--- config.mk ---
export PLATFORM = sky130hd
export DESIGN_NAME = biquad_iir_filter_unit_flat
export DESIGN_NICKNAME = d
export VERILOG_FILES = /design/src/sv/bq_pkg.sv /design/src/sv/bq_if.sv /design/src/sv/bq_coef_regs.sv /design/src/sv/bq_datapath.sv /design/src/sv/bq_ctrl.sv /design/src/sv/biquad_iir_filter_unit.sv /design/src/flat_wrapper.sv
export SDC_FILE = /design/constraint.sdc
export NUM_CORES = 2
export LEC_CHECK = 0
export ABC_CLOCK_PERIOD_IN_PS = 19000
export BUFFER_PORTS_ARGS = -buffer_cell sky130_fd_sc_hd__buf_2
export CAP_MARGIN = 20
export CORE_MARGIN = 2
export CORE_UTILIZATION = 45
export DETAILED_ROUTE_END_ITERATION = 16
export GPL_TIMING_DRIVEN = 0
export SLEW_MARGIN = 5
export SYNTH_ARGS = -nofsm -noshare
export SYNTH_HDL_FRONTEND = slang
export SYNTH_SLANG_ARGS = --single-unit
--- constraint.sdc ---
create_clock -name clk_i -period 19 [get_ports clk_i]
set_clock_uncertainty 0.2 [all_clocks]
set_input_delay 3.8 -clock clk_i [delete_from_list [all_inputs] [get_ports clk_i]]
set_output_delay 3.8 -clock clk_i [all_outputs]
set_load 0.01 [all_outputs]
--- src/sv/bq_pkg.sv ---
// ----------------------------------------------------------------------------
// Biquad filter package
// Widths, coefficient register indexes, sequencer states and the control
// bundle shared by the biquad filter modules.
// ----------------------------------------------------------------------------
package bq_pkg;

  localparam int SAMPLE_W   = 16;
  localparam int COEF_W     = 18;
  localparam int STATE_W    = 40;
  localparam int NUM_COEFS  = 5;
  localparam int CFG_IDX_W  = $clog2(NUM_COEFS);
  localparam int PROD_W     = SAMPLE_W + COEF_W;
  localparam int ACC_W      = STATE_W + 2;
  localparam int FRAC_SHIFT = COEF_W - 4;
  localparam int SHR_W      = ACC_W - FRAC_SHIFT;

  typedef logic signed [SAMPLE_W-1:0] sample_t;
  typedef logic signed [COEF_W-1:0]   coef_t;
  typedef coef_t [NUM_COEFS-1:0]      coef_bank_t;

  typedef enum logic [CFG_IDX_W-1:0] {
    CS_N0 = CFG_IDX_W'(0),
    CS_N1 = CFG_IDX_W'(1),
    CS_N2 = CFG_IDX_W'(2),
    CS_D1 = CFG_IDX_W'(3),
    CS_D2 = CFG_IDX_W'(4)
  } coef_sel_e;

  localparam coef_bank_t COEF_RESET = '{
    coef_t'(6763), coef_t'(-18727), coef_t'(1105), coef_t'(2212), coef_t'(1105)
  };

  typedef enum logic [2:0] {
    ST_IDLE,
    ST_Y,
    ST_N1,
    ST_D1,
    ST_N2,
    ST_D2
  } st_e;

  typedef struct packed {
    logic      x_load;
    logic      use_in;
    logic      use_y;
    coef_sel_e coef_sel;
    logic      y_load;
    logic      acc_load;
    logic      acc_add_s2;
    logic      s1_load;
    logic      s2_load;
  } ctrl_t;

endpackage

--- src/sv/bq_if.sv ---
// ----------------------------------------------------------------------------
// Biquad filter channel interfaces
// Sample, result and coefficient write channels with valid/ready handshake.
// ----------------------------------------------------------------------------
interface bq_sample_if import bq_pkg::*; ();
  logic    valid;
  logic    ready;
  sample_t sample_in;

  modport source (output valid, output sample_in, input ready);
  modport sink (input valid, input sample_in, output ready);
endinterface

interface bq_result_if import bq_pkg::*; ();
  logic    valid;
  logic    ready;
  sample_t sample_out;
  logic    clipped;

  modport source (output valid, output sample_out, output clipped, input ready);
  modport sink (input valid, input sample_out, input clipped, output ready);
endinterface

interface bq_cfg_if import bq_pkg::*; ();
  logic                 valid;
  logic                 ready;
  logic [CFG_IDX_W-1:0] index;
  coef_t                data;

  modport source (output valid, output index, output data, input ready);
  modport sink (input valid, input index, input data, output ready);
endinterface

--- src/sv/bq_coef_regs.sv ---
// ----------------------------------------------------------------------------
// Biquad coefficient registers
// Five Q3.14 coefficient registers written through the configuration channel.
// ----------------------------------------------------------------------------
module bq_coef_regs import bq_pkg::*; (
  input  logic                 clk_i,
  input  logic                 rst_ni,
  input  logic                 wr_en_i,
  input  logic [CFG_IDX_W-1:0] wr_idx_i,
  input  coef_t                wr_data_i,
  output coef_bank_t           coefs_o
);

  coef_bank_t coefs_q;
  coef_bank_t coefs_d;

  always_comb begin
    coefs_d = coefs_q;
    for (int i = 0; i < NUM_COEFS; i++) begin
      if (wr_en_i && (wr_idx_i == CFG_IDX_W'(i))) begin
        coefs_d[i] = wr_data_i;
      end
    end
  end

  always_ff @(posedge clk_i or negedge rst_ni) begin
    if (!rst_ni) begin
      coefs_q <= COEF_RESET;
    end else begin
      coefs_q <= coefs_d;
    end
  end

  assign coefs_o = coefs_q;

endmodule

--- src/sv/bq_datapath.sv ---
// ----------------------------------------------------------------------------
// Biquad datapath
// Shared multiplier with registered product, accumulator, output rounding
// and saturation, and the two saturating delay states.
// ----------------------------------------------------------------------------
module bq_datapath import bq_pkg::*; (
  input  logic       clk_i,
  input  logic       rst_ni,
  input  ctrl_t      ctrl_i,
  input  coef_bank_t coefs_i,
  input  sample_t    sample_in_i,
  output sample_t    sample_out_o,
  output logic       clipped_o
);

  localparam logic signed [ACC_W-1:0] ROUND_ADD = ACC_W'(1) << (FRAC_SHIFT - 1);

  sample_t                    x_q;
  sample_t                    y_q;
  sample_t                    y_d;
  logic                       clip_q;
  logic                       clip_d;
  sample_t                    mul_a;
  coef_t                      mul_b;
  logic signed [PROD_W-1:0]   prod_q;
  logic signed [PROD_W-1:0]   prod_d;
  logic signed [ACC_W-1:0]    acc_q;
  logic signed [ACC_W-1:0]    acc_d;
  logic signed [STATE_W-1:0]  s1_q;
  logic signed [STATE_W-1:0]  s2_q;
  logic signed [STATE_W-1:0]  s_sat;
  logic signed [ACC_W-1:0]    y_sum;
  logic        [SHR_W-1:0]    y_shr;
  logic signed [ACC_W-1:0]    s_diff;
  logic                       y_ovf;
  logic                       s_ovf;

  always_comb begin
    if (ctrl_i.use_in) begin
      mul_a = sample_in_i;
    end else if (ctrl_i.use_y) begin
      mul_a = y_q;
    end else begin
      mul_a = x_q;
    end
    case (ctrl_i.coef_sel)
      CS_N0:   mul_b = coefs_i[CS_N0];
      CS_N1:   mul_b = coefs_i[CS_N1];
      CS_N2:   mul_b = coefs_i[CS_N2];
      CS_D1:   mul_b = coefs_i[CS_D1];
      CS_D2:   mul_b = coefs_i[CS_D2];
      default: mul_b = '0;
    endcase
  end

  assign prod_d = PROD_W'(mul_a) * PROD_W'(mul_b);

  assign y_sum = ACC_W'(prod_q) + ACC_W'(s1_q) + ROUND_ADD;
  assign y_shr = y_sum[ACC_W-1:FRAC_SHIFT];
  assign y_ovf = !((&y_shr[SHR_W-1:SAMPLE_W-1]) || !(|y_shr[SHR_W-1:SAMPLE_W-1]));

  always_comb begin
    clip_d = y_ovf;
    if (y_ovf) begin
      y_d = {y_shr[SHR_W-1], {(SAMPLE_W-1){~y_shr[SHR_W-1]}}};
    end else begin
      y_d = y_shr[SAMPLE_W-1:0];
    end
  end

  assign s_diff = acc_q - ACC_W'(prod_q);
  assign s_ovf  = !((&s_diff[ACC_W-1:STATE_W-1]) || !(|s_diff[ACC_W-1:STATE_W-1]));

  always_comb begin
    if (s_ovf) begin
      s_sat = {s_diff[ACC_W-1], {(STATE_W-1){~s_diff[ACC_W-1]}}};
    end else begin
      s_sat = s_diff[STATE_W-1:0];
    end
    if (ctrl_i.acc_add_s2) begin
      acc_d = ACC_W'(prod_q) + ACC_W'(s2_q);
    end else begin
      acc_d = ACC_W'(prod_q);
    end
  end

  always_ff @(posedge clk_i) begin
    prod_q <= prod_d;
    if (ctrl_i.x_load) begin
      x_q <= sample_in_i;
    end
    if (ctrl_i.y_load) begin
      y_q    <= y_d;
      clip_q <= clip_d;
    end
    if (ctrl_i.acc_load) begin
      acc_q <= acc_d;
    end
  end

  always_ff @(posedge clk_i or negedge rst_ni) begin
    if (!rst_ni) begin
      s1_q <= '0;
      s2_q <= '0;
    end else begin
      if (ctrl_i.s1_load) begin
        s1_q <= s_sat;
      end
      if (ctrl_i.s2_load) begin
        s2_q <= s_sat;
      end
    end
  end

  assign sample_out_o = y_q;
  assign clipped_o    = clip_q;

endmodule

--- src/sv/bq_ctrl.sv ---
// ----------------------------------------------------------------------------
// Biquad sequencer
// Steps the shared multiplier through the five products of one sample and
// owns the input ready and the output valid.
// ----------------------------------------------------------------------------
module bq_ctrl import bq_pkg::*; (
  input  logic  clk_i,
  input  logic  rst_ni,
  input  logic  in_valid_i,
  output logic  in_ready_o,
  output logic  out_valid_o,
  input  logic  out_ready_i,
  output ctrl_t ctrl_o
);

  st_e   st_q;
  st_e   st_d;
  logic  out_valid_q;
  logic  out_valid_d;
  logic  stall;
  ctrl_t ctrl;

  assign stall = out_valid_q && !out_ready_i;

  always_ff @(posedge clk_i or negedge rst_ni) begin
    if (!rst_ni) begin
      st_q        <= ST_IDLE;
      out_valid_q <= 1'b0;
    end else begin
      st_q        <= st_d;
      out_valid_q <= out_valid_d;
    end
  end

  always_comb begin
    st_d        = st_q;
    in_ready_o  = 1'b0;
    out_valid_d = stall;
    ctrl        = '{coef_sel: CS_N0, default: 1'b0};
    case (st_q)
      ST_IDLE: begin
        in_ready_o = 1'b1;
        if (in_valid_i) begin
          ctrl.x_load = 1'b1;
          ctrl.use_in = 1'b1;
          st_d        = ST_Y;
        end
      end
      ST_Y: begin
        if (!stall) begin
          ctrl.y_load   = 1'b1;
          ctrl.coef_sel = CS_N1;
          out_valid_d   = 1'b1;
          st_d          = ST_N1;
        end
      end
      ST_N1: begin
        ctrl.acc_load   = 1'b1;
        ctrl.acc_add_s2 = 1'b1;
        ctrl.use_y      = 1'b1;
        ctrl.coef_sel   = CS_D1;
        st_d            = ST_D1;
      end
      ST_D1: begin
        ctrl.s1_load  = 1'b1;
        ctrl.coef_sel = CS_N2;
        st_d          = ST_N2;
      end
      ST_N2: begin
        ctrl.acc_load = 1'b1;
        ctrl.use_y    = 1'b1;
        ctrl.coef_sel = CS_D2;
        st_d          = ST_D2;
      end
      ST_D2: begin
        ctrl.s2_load = 1'b1;
        in_ready_o   = 1'b1;
        if (in_valid_i) begin
          ctrl.x_load = 1'b1;
          ctrl.use_in = 1'b1;
          st_d        = ST_Y;
        end else begin
          st_d = ST_IDLE;
        end
      end
      default: begin
        st_d = ST_IDLE;
      end
    endcase
  end

  assign ctrl_o      = ctrl;
  assign out_valid_o = out_valid_q;

`ifndef SYNTHESIS
  a_accept_to_y: assert property (@(posedge clk_i) disable iff (!rst_ni)
    in_valid_i && in_ready_o |=> st_q == ST_Y)
    else $error("accepted sample did not start the output step");

  a_y_gives_result: assert property (@(posedge clk_i) disable iff (!rst_ni)
    st_q == ST_Y && !stall |=> out_valid_q && st_q == ST_N1)
    else $error("output step did not present a result");

  a_state_order: assert property (@(posedge clk_i) disable iff (!rst_ni)
    st_q == ST_N1 |=> st_q == ST_D1 ##1 st_q == ST_N2 ##1 st_q == ST_D2)
    else $error("state update steps out of order");

  a_no_accept_busy: assert property (@(posedge clk_i) disable iff (!rst_ni)
    st_q == ST_Y || st_q == ST_N1 || st_q == ST_D1 || st_q == ST_N2 |-> !in_ready_o)
    else $error("sample accepted during a state update");
`endif

endmodule

--- src/sv/biquad_iir_filter_unit.sv ---
// ----------------------------------------------------------------------------
// Biquad IIR filter unit
// Second-order IIR filter in transposed direct form II with one shared
// 16x18 multiplier stepped by a small sequencer.
//
//   Channel  Dir  Payload               Notes
//   in_i     in   sample_in  Q1.15      one transaction per sample
//   out_o    out  sample_out Q1.15,     one transaction per sample
//                 clipped
//   cfg_i    in   index, data Q3.14     always ready; unused indexes ignored
//
// After acceptance a sample steps through ST_Y, ST_N1, ST_D1, ST_N2 and ST_D2,
// one product per step on the shared multiplier from acceptance to ST_N2 and
// the last state update in ST_D2; a new sample can be taken alongside it.
// The result is registered in the output step ST_Y from the registered product.
// Reset restores the default coefficients and clears both delay states.
// A result not yet taken holds the sequencer at its output step.
// ----------------------------------------------------------------------------
module biquad_iir_filter_unit import bq_pkg::*; (
  input logic         clk_i,
  input logic         rst_ni,
  bq_sample_if.sink   in_i,
  bq_result_if.source out_o,
  bq_cfg_if.sink      cfg_i
);

  coef_bank_t coefs;
  ctrl_t      ctrl;

  assign cfg_i.ready = 1'b1;

  bq_coef_regs u_coef_regs (
    .clk_i     (clk_i),
    .rst_ni    (rst_ni),
    .wr_en_i   (cfg_i.valid),
    .wr_idx_i  (cfg_i.index),
    .wr_data_i (cfg_i.data),
    .coefs_o   (coefs)
  );

  bq_ctrl u_ctrl (
    .clk_i       (clk_i),
    .rst_ni      (rst_ni),
    .in_valid_i  (in_i.valid),
    .in_ready_o  (in_i.ready),
    .out_valid_o (out_o.valid),
    .out_ready_i (out_o.ready),
    .ctrl_o      (ctrl)
  );

  bq_datapath u_datapath (
    .clk_i        (clk_i),
    .rst_ni       (rst_ni),
    .ctrl_i       (ctrl),
    .coefs_i      (coefs),
    .sample_in_i  (in_i.sample_in),
    .sample_out_o (out_o.sample_out),
    .clipped_o    (out_o.clipped)
  );

endmodule
--- src/flat_wrapper.sv ---
// flat-port wrapper written by rule: the top's interface ports become plain ports
module biquad_iir_filter_unit_flat import bq_pkg::*;
  (clk_i, rst_ni, in_i_valid, in_i_sample_in, in_i_ready, out_o_valid, out_o_sample_out, out_o_clipped, out_o_ready, cfg_i_valid, cfg_i_index, cfg_i_data, cfg_i_ready);
  bq_sample_if in_i_i ();
  bq_result_if out_o_i ();
  bq_cfg_if cfg_i_i ();
  input logic clk_i;
  input logic rst_ni;
  input wire logic [$bits(in_i_i.valid)-1:0] in_i_valid;
  input wire logic [$bits(in_i_i.sample_in)-1:0] in_i_sample_in;
  output wire logic [$bits(in_i_i.ready)-1:0] in_i_ready;
  output wire logic [$bits(out_o_i.valid)-1:0] out_o_valid;
  output wire logic [$bits(out_o_i.sample_out)-1:0] out_o_sample_out;
  output wire logic [$bits(out_o_i.clipped)-1:0] out_o_clipped;
  input wire logic [$bits(out_o_i.ready)-1:0] out_o_ready;
  input wire logic [$bits(cfg_i_i.valid)-1:0] cfg_i_valid;
  input wire logic [$bits(cfg_i_i.index)-1:0] cfg_i_index;
  input wire logic [$bits(cfg_i_i.data)-1:0] cfg_i_data;
  output wire logic [$bits(cfg_i_i.ready)-1:0] cfg_i_ready;
  assign in_i_i.valid = in_i_valid;
  assign in_i_i.sample_in = in_i_sample_in;
  assign in_i_ready = in_i_i.ready;
  assign out_o_valid = out_o_i.valid;
  assign out_o_sample_out = out_o_i.sample_out;
  assign out_o_clipped = out_o_i.clipped;
  assign out_o_i.ready = out_o_ready;
  assign cfg_i_i.valid = cfg_i_valid;
  assign cfg_i_i.index = cfg_i_index;
  assign cfg_i_i.data = cfg_i_data;
  assign cfg_i_ready = cfg_i_i.ready;
  biquad_iir_filter_unit u_core (.clk_i(clk_i), .rst_ni(rst_ni), .in_i(in_i_i), .out_o(out_o_i), .cfg_i(cfg_i_i));
endmodule
==> impl_metrics.tcl <==
set metrics [dict create \
    wl_per_cell_um 20.3 \
    antenna_left 0 \
    gp_congestion 0.929 \
    die_area_um2 64700 \
    die_w_um 254 \
    min_period_over_period_pct 67.2 \
    die_h_um 254 \
    fillCellCount 5754 \
    worstSkewPairLatency_ns 0.57 \
    antenna_found_initial 2 \
    slew_headroom_pct 8.90 \
    synth_commonest_cells "inv_1, nor2_1, fa_1" \
    synth_cells 2995 \
    dp_hpwl_mm 65.8 \
    fin_ws_ns 6.23 \
    vias 22100 \
    setup_viol 0 \
    cp-start-kind "input port" \
    synth_most_common_cell "inv_1" \
    synth_seq_cells 282 \
    port_buffers 58 \
    max_cap_viol_count 0 \
    drc 0 \
    dr.pass1.iters 5 \
    status "completed" \
    layout_min_cycle_time_ns 12.77 \
    grt_pass1_wl_mm 128 \
    cts.clk_slew.worst_paths_ns 0.06 \
    via_per_inst 5.55 \
    yosys_warnings 0 \
    cts_tree "yes" \
    synth.area.top_cells "fa_1, dfrtp_1, ha_1" \
    place_area_um2 29900 \
    multiInputGateArea_um2 19100 \
    required_ns 19.22 \
    async_flop_share_pct 61.7 \
    grt_pass1_vias 23200 \
    post_cts_buffers 0 \
    cts-buffers-inserted 36 \
    regArea_um2 7300 \
    htreeDepth 2 \
    wirelength_mm 80.9 \
    cts_resized 0 \
    final_nets 3694 \
    syn_avg_cell_area_um2 9.42 \
    rsz0062_at_grt "no" \
    synth_edf_count 74 \
    core_um2 61800 \
    final-max-slew-violation-count 0 \
    slowest_delay_ns 0.62 \
    synth_cell_types 91 \
    tightest_slew_ns 1.37 \
    postCtsHoldBufs 0 \
    fin_setup_tns_ns 0 \
    stdcell_area_um2 31100 \
    fmax_mhz 78.3 \
    grt_overflow 0 \
    finalHoldViolations 0 \
    cp.arrival_ns 12.99 \
    synth_top_area_cell "fa_1" \
    clk_path_buf_depth 3 \
    crit_fanout 10 \
    cpMaxStageDelayCell "nor3_1" \
    dp_cells 3913 \
    synth_flop_cell "dfrtp_1" \
    synth_fp_nets 3574 \
    setup.worst_path.end_class "register" \
    synth_top_area_share_pct 20.7 \
    hp-class "register to register" \
    grt_max_degree 91 \
    start_util_pct 45.6 \
    track_usage_pct 25.8 \
    criticalPathCategory "input port to register" \
    drive_above_1_share_pct 11.3 \
    rows 91 \
    cts.sinks 282 \
    cts-root-buf "clkbuf_16" \
    final_cells 3981 \
    boundaryPins 62 \
    crit_top_cell "fa_1" \
    pre_cts_slack_ns 5.85 \
    area_growth_syn_to_layout_pct 10.1 \
    drt_iter0_markers 1442 \
    synth_seq_area_share_pct 25.9 \
    synth_area_um2 28200 \
]
## cell type report
| type | count | share of cell area (%) |
|---|---|---|
| Clock buffer | 53 | 3.44 |
| Tap cell | 837 | 3.37 |
| Timing Repair Buffer | 82 | 1.64 |
| Sequential cell | 282 | 23.5 |
| Multi-Input combinational cell | 2233 | 61.6 |
| Buffer | 83 | 1.26 |
| Antenna cell | 1 | 0.00806 |
| Clock inverter | 13 | 0.411 |
| Inverter | 397 | 4.80 |
## sequential cells by signal, summed over array words and instances, names as in the netlist, 3 cells and up
signal                          flops
u_core.u_datapath.prod_q           34
u_core.u_datapath.sample_out_o     16
u_core.u_datapath.x_q              16
u_core.u_ctrl.st_q                  3
u_core.u_datapath.s2_q             40
u_core.u_datapath.s1_q             40
u_core.u_coef_regs.coefs_o         90
u_core.u_datapath.acc_q            41
## path summary, 6_finish.rpt
check                           slack (ns)  cells past startpoint                                         end                                  startpoint
worst max-delay path                  6.23                     30        u_core.u_datapath.prod_q[33]$_DFF_P_                                 out_o_ready
worst min-delay path                  0.30                      1  u_core.u_coef_regs.coefs_o[62]$_DFFE_PN0P_  u_core.u_coef_regs.coefs_o[62]$_DFFE_PN0P_
worst max register to register        8.08                     33        u_core.u_datapath.prod_q[33]$_DFF_P_           u_core.u_ctrl.st_q[0]$_DFFE_PN0P_
worst min register to register        0.30                      1  u_core.u_coef_regs.coefs_o[62]$_DFFE_PN0P_  u_core.u_coef_regs.coefs_o[62]$_DFFE_PN0P_
max in group asynchronous            14.61                      2      u_core.u_datapath.s2_q[26]$_DFFE_PN0N_                                      rst_ni
min in group asynchronous             3.01                      1  u_core.u_coef_regs.coefs_o[50]$_DFFE_PN0P_                                      rst_ni
## critical path: cells and delay by family
family	cells	cell delay, ns
XOR/XNOR	1	0.26
AO/OA/AOI/OAI	10	2.80
AND/OR/NAND/NOR	5	1.34
adder cells (fa/ha/maj)	7	3.28
buffers and inverters	7	1.47
## cells by family after synthesis
| group | count (synthesis) | synth area share [%] |
|---|---|---|
| buf+inv | 480 | 6.66 |
| flops | 282 | 25.9 |
| xor+xnor | 125 | 3.88 |
| other cells | 1 | 0.0133 |
| compound gates | 616 | 14.0 |
| mux | 129 | 4.99 |
| fa+ha+maj | 537 | 31.6 |
| simple gates | 825 | 13.0 |
## cells in the final DEF, fill, tap and decap left out, types with 16 or more instances in the layout
cell type  instances
nand2b_1          37
nor2b_1           19
buf_2             63
buf_4             24
nor2_1           331
clkbuf_1          73
mux2_2            92
dfxtp_1           34
a221oi_2          16
nand2_1          275
xor2_1            46
dfstp_2           32
a221o_1           20
clkbuf_16         39
edfxtp_1          74
a21oi_1          209
o21ai_0          133
nand3_1           28
xnor2_1           79
inv_1            397
a31oi_1           20
o21a_1            21
and3_1            18
ha_1             245
dfrtp_1          142
mux2i_1           37
a21o_1            61
fa_1             292
nor3_1            25
## metal layers
metal  part of all wire [%]  GRT usage [%]  vias up
li1                       -              -    10300
met1                     42           32.6    11100
met2                     48           43.9      579
met3                    5.4           4.06      154
met4                    4.2           10.8        0
met5                      0              0        -
## metrics by stage
| stage | util (%) | hold slack (ns) |
|---|---|---|
| 2_1_floorplan | - | 0.254 |
| 6_report | 50.2 | 0.303 |
| 3_5_place_dp | 48.3 | 0.292 |
| 4_1_cts | 50.2 | 0.305 |
| 3_3_place_gp | 47.8 | 0.288 |
| 5_1_grt | 50.2 | 0.316 |
Power is not shown: default switching activity piles up to over one toggle a cycle in this logic, so the estimate is an artifact.
